[src/rtl/core/linear_probe_hash_map_defines.svh]
// Assertion macros shared by the hash map RTL.
`ifndef LINEAR_PROBE_HASH_MAP_DEFINES_SVH
`define LINEAR_PROBE_HASH_MAP_DEFINES_SVH

// Same-cycle implication, checked on clk and disabled while rst_n is low.
`define LPHM_ASSERT_NOW(label, ante, cons, msg) \
  label: assert property (@(posedge clk) disable iff (!rst_n) (ante) |-> (cons)) \
    else $error(msg);

// Next-cycle implication, checked on clk and disabled while rst_n is low.
`define LPHM_ASSERT_NEXT(label, ante, cons, msg) \
  label: assert property (@(posedge clk) disable iff (!rst_n) (ante) |=> (cons)) \
    else $error(msg);

`endif

[src/rtl/core/lphm_ram.sv]
// Generic single-port-write, single-port-read RAM with registered read data.
module lphm_ram #(
  parameter int WIDTH = 8,
  parameter int DEPTH = 16
) (
  input  logic                     clk,
  input  logic                     we,
  input  logic [$clog2(DEPTH)-1:0] waddr,
  input  logic [WIDTH-1:0]         wdata,
  input  logic [$clog2(DEPTH)-1:0] raddr,
  output logic [WIDTH-1:0]         rdata
);

  logic [WIDTH-1:0] mem [DEPTH];

  // Write port and registered read port.
  always_ff @(posedge clk) begin
    if (we) begin
      mem[waddr] <= wdata;
    end
    rdata <= mem[raddr];
  end

endmodule
[config.mk]
export PLATFORM = sky130hd
export DESIGN_NAME = lphm_ram
export DESIGN_NICKNAME = d
export VERILOG_FILES = /design/src/rtl/core/linear_probe_hash_map_defines.svh /design/src/rtl/core/lphm_ram.sv
export SDC_FILE = /design/constraint.sdc
export NUM_CORES = 1
export LEC_CHECK = 0
export ABC_AREA = 1
export BUFFER_PORTS_ARGS = -buffer_cell sky130_fd_sc_hd__buf_4
export CAP_MARGIN = 20
export CORE_ASPECT_RATIO = 1.4
export CORE_UTILIZATION = 60
export CTS_CLUSTER_DIAMETER = 40
export DETAILED_ROUTE_END_ITERATION = 6
export HOLD_SLACK_MARGIN = 0.05
export PLACE_DENSITY = 0.78
export RECOVER_POWER = 50
export SYNTH_ARGS = -nofsm -noshare
export SYNTH_HDL_FRONTEND = slang
export SYNTH_SLANG_ARGS = --single-unit
[constraint.sdc]
create_clock -name clk -period 1.6 [get_ports clk]
set_input_delay 0.24 -clock clk [delete_from_list [all_inputs] [get_ports clk]]
set_output_delay 0.24 -clock clk [all_outputs]
set_load 0.005 [all_outputs]
==> results.sh <==
export IMPL_grt_start_max_net_pins=37
export IMPL_antenna_cells=0
export IMPL_drt_iter0_markers=423
export IMPL_crit_fanout=1
export IMPL_vias=3986
export IMPL_drc=2
export IMPL_slew_headroom=0.421
export IMPL_port_buffers=25
export IMPL_ff2ff_path_depth=6
export IMPL_cp_arrival_ns=0.88
export IMPL_syn_area_per_cell_um2=10.5
export IMPL_critical_path_buf_inv_count=1
export IMPL_h_tree_depth=4
export IMPL_setup_worst_path_class="reg2out"
export IMPL_viasPerCell=5.57
export IMPL_p_comb_frac=0.062
export IMPL_grt_pass1_vias=3831
export IMPL_slowest_stage="dfxtp_1"
export IMPL_drt_total_wl_um=12800
export IMPL_synth_fp_nets=569
export IMPL_cts_resized=0
export IMPL_top_level_ports=26
export IMPL_critPathCaptureType="primary output"
export IMPL_cts_buffer_depth=2
export IMPL_gp_congestion=0.904
export IMPL_place_detailed_hpwl_um=7470
export IMPL_fmaxAchievable_mhz=896
export IMPL_whs_ns=0.154
export IMPL_syn_cell_area_um2=5770
export IMPL_hold_path_class="in2reg"
export IMPL_yosysWarnings=0
export IMPL_failed_checks="design-rule violations"
export IMPL_power_share_clock=0.452
export IMPL_cap_violations=0
export IMPL_crit_family="flip-flops"
export IMPL_max_stage_delay_ns=0.35
export IMPL_synthCells=551
export IMPL_synth_top_cell_by_area="edfxtp_1"
export IMPL_reg2reg_slack_ns=0.49
export IMPL_p_sw_uw=1700
export IMPL_die_x_um=84.9
export IMPL_fp_coreArea_um2=9410
export IMPL_crit_chain="buf_4"
export IMPL_ys_types=12
export IMPL_layout_nets=612
export IMPL_drtAntennaViolNets=0
export IMPL_clk_pin_slew_ns=0.05
export IMPL_slew_violations=0
export IMPL_grt_pass1_wl_um=20000
export IMPL_synth_top_cell_area_share=0.667
export IMPL_die_area_um2=10000
export IMPL_worst_r2r_endpoint="rdata[7]$_DFF_P_"
export IMPL_die_y_um=118
export IMPL_synth_seq_cells=136
export IMPL_grt_overflow_total=0
export IMPL_setup_viol=0
export IMPL_status="finished, violations left"
export IMPL_rsz0062_at_grt="false"
export IMPL_fin_crit_sh=0.697
export IMPL_cts_tree="yes"
export IMPL_power_density_nw_per_um2=1240
export IMPL_min_from="raddr[3]"
export IMPL_cts_buffers=17
export IMPL_clock_skew_ns=0.00496
export IMPL_grt_usage=0.277
export IMPL_p_seq_frac=0.486
export IMPL_yosysSeqAreaShare=0.694
export IMPL_final_hold_viol_count=0
export IMPL_power_leakage_uw=0.00290
export IMPL_synth_area_leaders="edfxtp_1 67%, nand2_1 11%, nand3_1 8.4%"
export IMPL_clock_sinks=136
export IMPL_timing_rr_start="mem[1][7]$_DFFE_PP_"
export IMPL_syn_to_final_growth_pct=15.4
export IMPL_intPower_uw=6560
export IMPL_dr_pass1_iters=7
export IMPL_min_to="rdata[2]$_DFF_P_"
export IMPL_crit_path_start_kind="register"
export IMPL_hold_path_depth=3
export IMPL_worst_pin_slew_ns=0.868
export IMPL_drive_above_1_share=0.106
export IMPL_final_setup_tns_ns=0
export IMPL_period_minus_slack_ns=1.12
export IMPL_rows=42
export IMPL_ir_drop_mv=1.06
export IMPL_cts_setup_buffers=0
export IMPL_post_route_util=0.708
export IMPL_switching_share=0.206
export IMPL_required_ns=1.36
export IMPL_antenna_found_initial=0
export IMPL_clk_latency_ns=0.41
export IMPL_wl_per_cell_um=17.9
export IMPL_initial_core_util=0.613
export IMPL_cts_root_buf="clkbuf_16"
export IMPL_hold_buffers=0
cell families after synthesis:
kind of cell / share of synthesized area
simple gates: 0.210
flops: 0.694
buf+inv: 0.0952
metal layers:
metal / track usage / wire [µm] / vias to the layer above
met2: 0.429 / 6270 / 233
met1: 0.360 / 4990 / 1869
li1: - / - / 1860
met3: 0.0722 / 1120 / 24
met4: 0.146 / 413 / 0
met5: 0 / 0 / -
cell type report:
type / instances / area (µm²)
clock inverter: 12 / 134
timing repair buffer: 48 / 353
multi-input combinational: 289 / 1210
fill: 640 / 2750
inverter: 102 / 383
tap: 110 / 138
sequential: 136 / 4000
clock buffer: 19 / 433
power groups by stage:
stage,registers [µW],logic (µW),clock network (µW)
finish,4010,509,3740
global placement,4080,492,0
CTS,4010,516,3740
floorplan,4080,281,0
global route,4020,553,3890
detailed placement,4080,504,0
synth_stat cells:
cell type / number
nand2_1: 173
edfxtp_1: 128
inv_1: 100
nand3_1: 97
nor2_1: 17
buf_2: 13
dfxtp_1: 8
buf_6: 6
buf_4: 4
inv_2: 2
nand3b_1: 2
buf_1: 1
how the worst max path moves through the flow:
stage                                 from                    to  slack [ns]  cells past startpoint
after floorplan                   waddr[2]  mem[10][0]$_DFFE_PP_        0.41                      2
final                     rdata[5]$_DFF_P_              rdata[5]        0.48                      1
after global routing              waddr[2]  mem[15][1]$_DFFE_PP_        0.43                      4
after detailed placement          raddr[0]      rdata[7]$_DFF_P_        0.26                      7
after global placement            raddr[0]      rdata[7]$_DFF_P_        0.28                      7
after CTS                 rdata[2]$_DFF_P_              rdata[2]        0.48                      1
stage by stage:
stage	instances	instance area, µm²	setup slack [ns]	total power, µW
2_1_floorplan	551	5770	0.409	4360
4_1_cts	716	6700	0.476	8270
6_report	716	6660	0.484	8260
3_5_place_dp	685	6140	0.264	4590
5_1_grt	716	6660	0.435	8460
3_3_place_gp	685	6140	0.281	4570
state kept, by name (all words and copies together), names as in the netlist:
name	count
mem	128
rdata	8
cell usage in the layout, fill, tap and decap left out:
master,n
buf_4,33
inv_2,2
nand2_1,173
clkinv_2,5
clkinv_1,3
nand3b_1,2
edfxtp_1,128
nor2_1,17
clkbuf_16,17
buf_12,3
bufinv_16,3
clkbuf_1,14
clkinvlp_4,1
inv_1,100
nand3_1,97
dfxtp_1,8
Power figures use the tool's default switching activity.
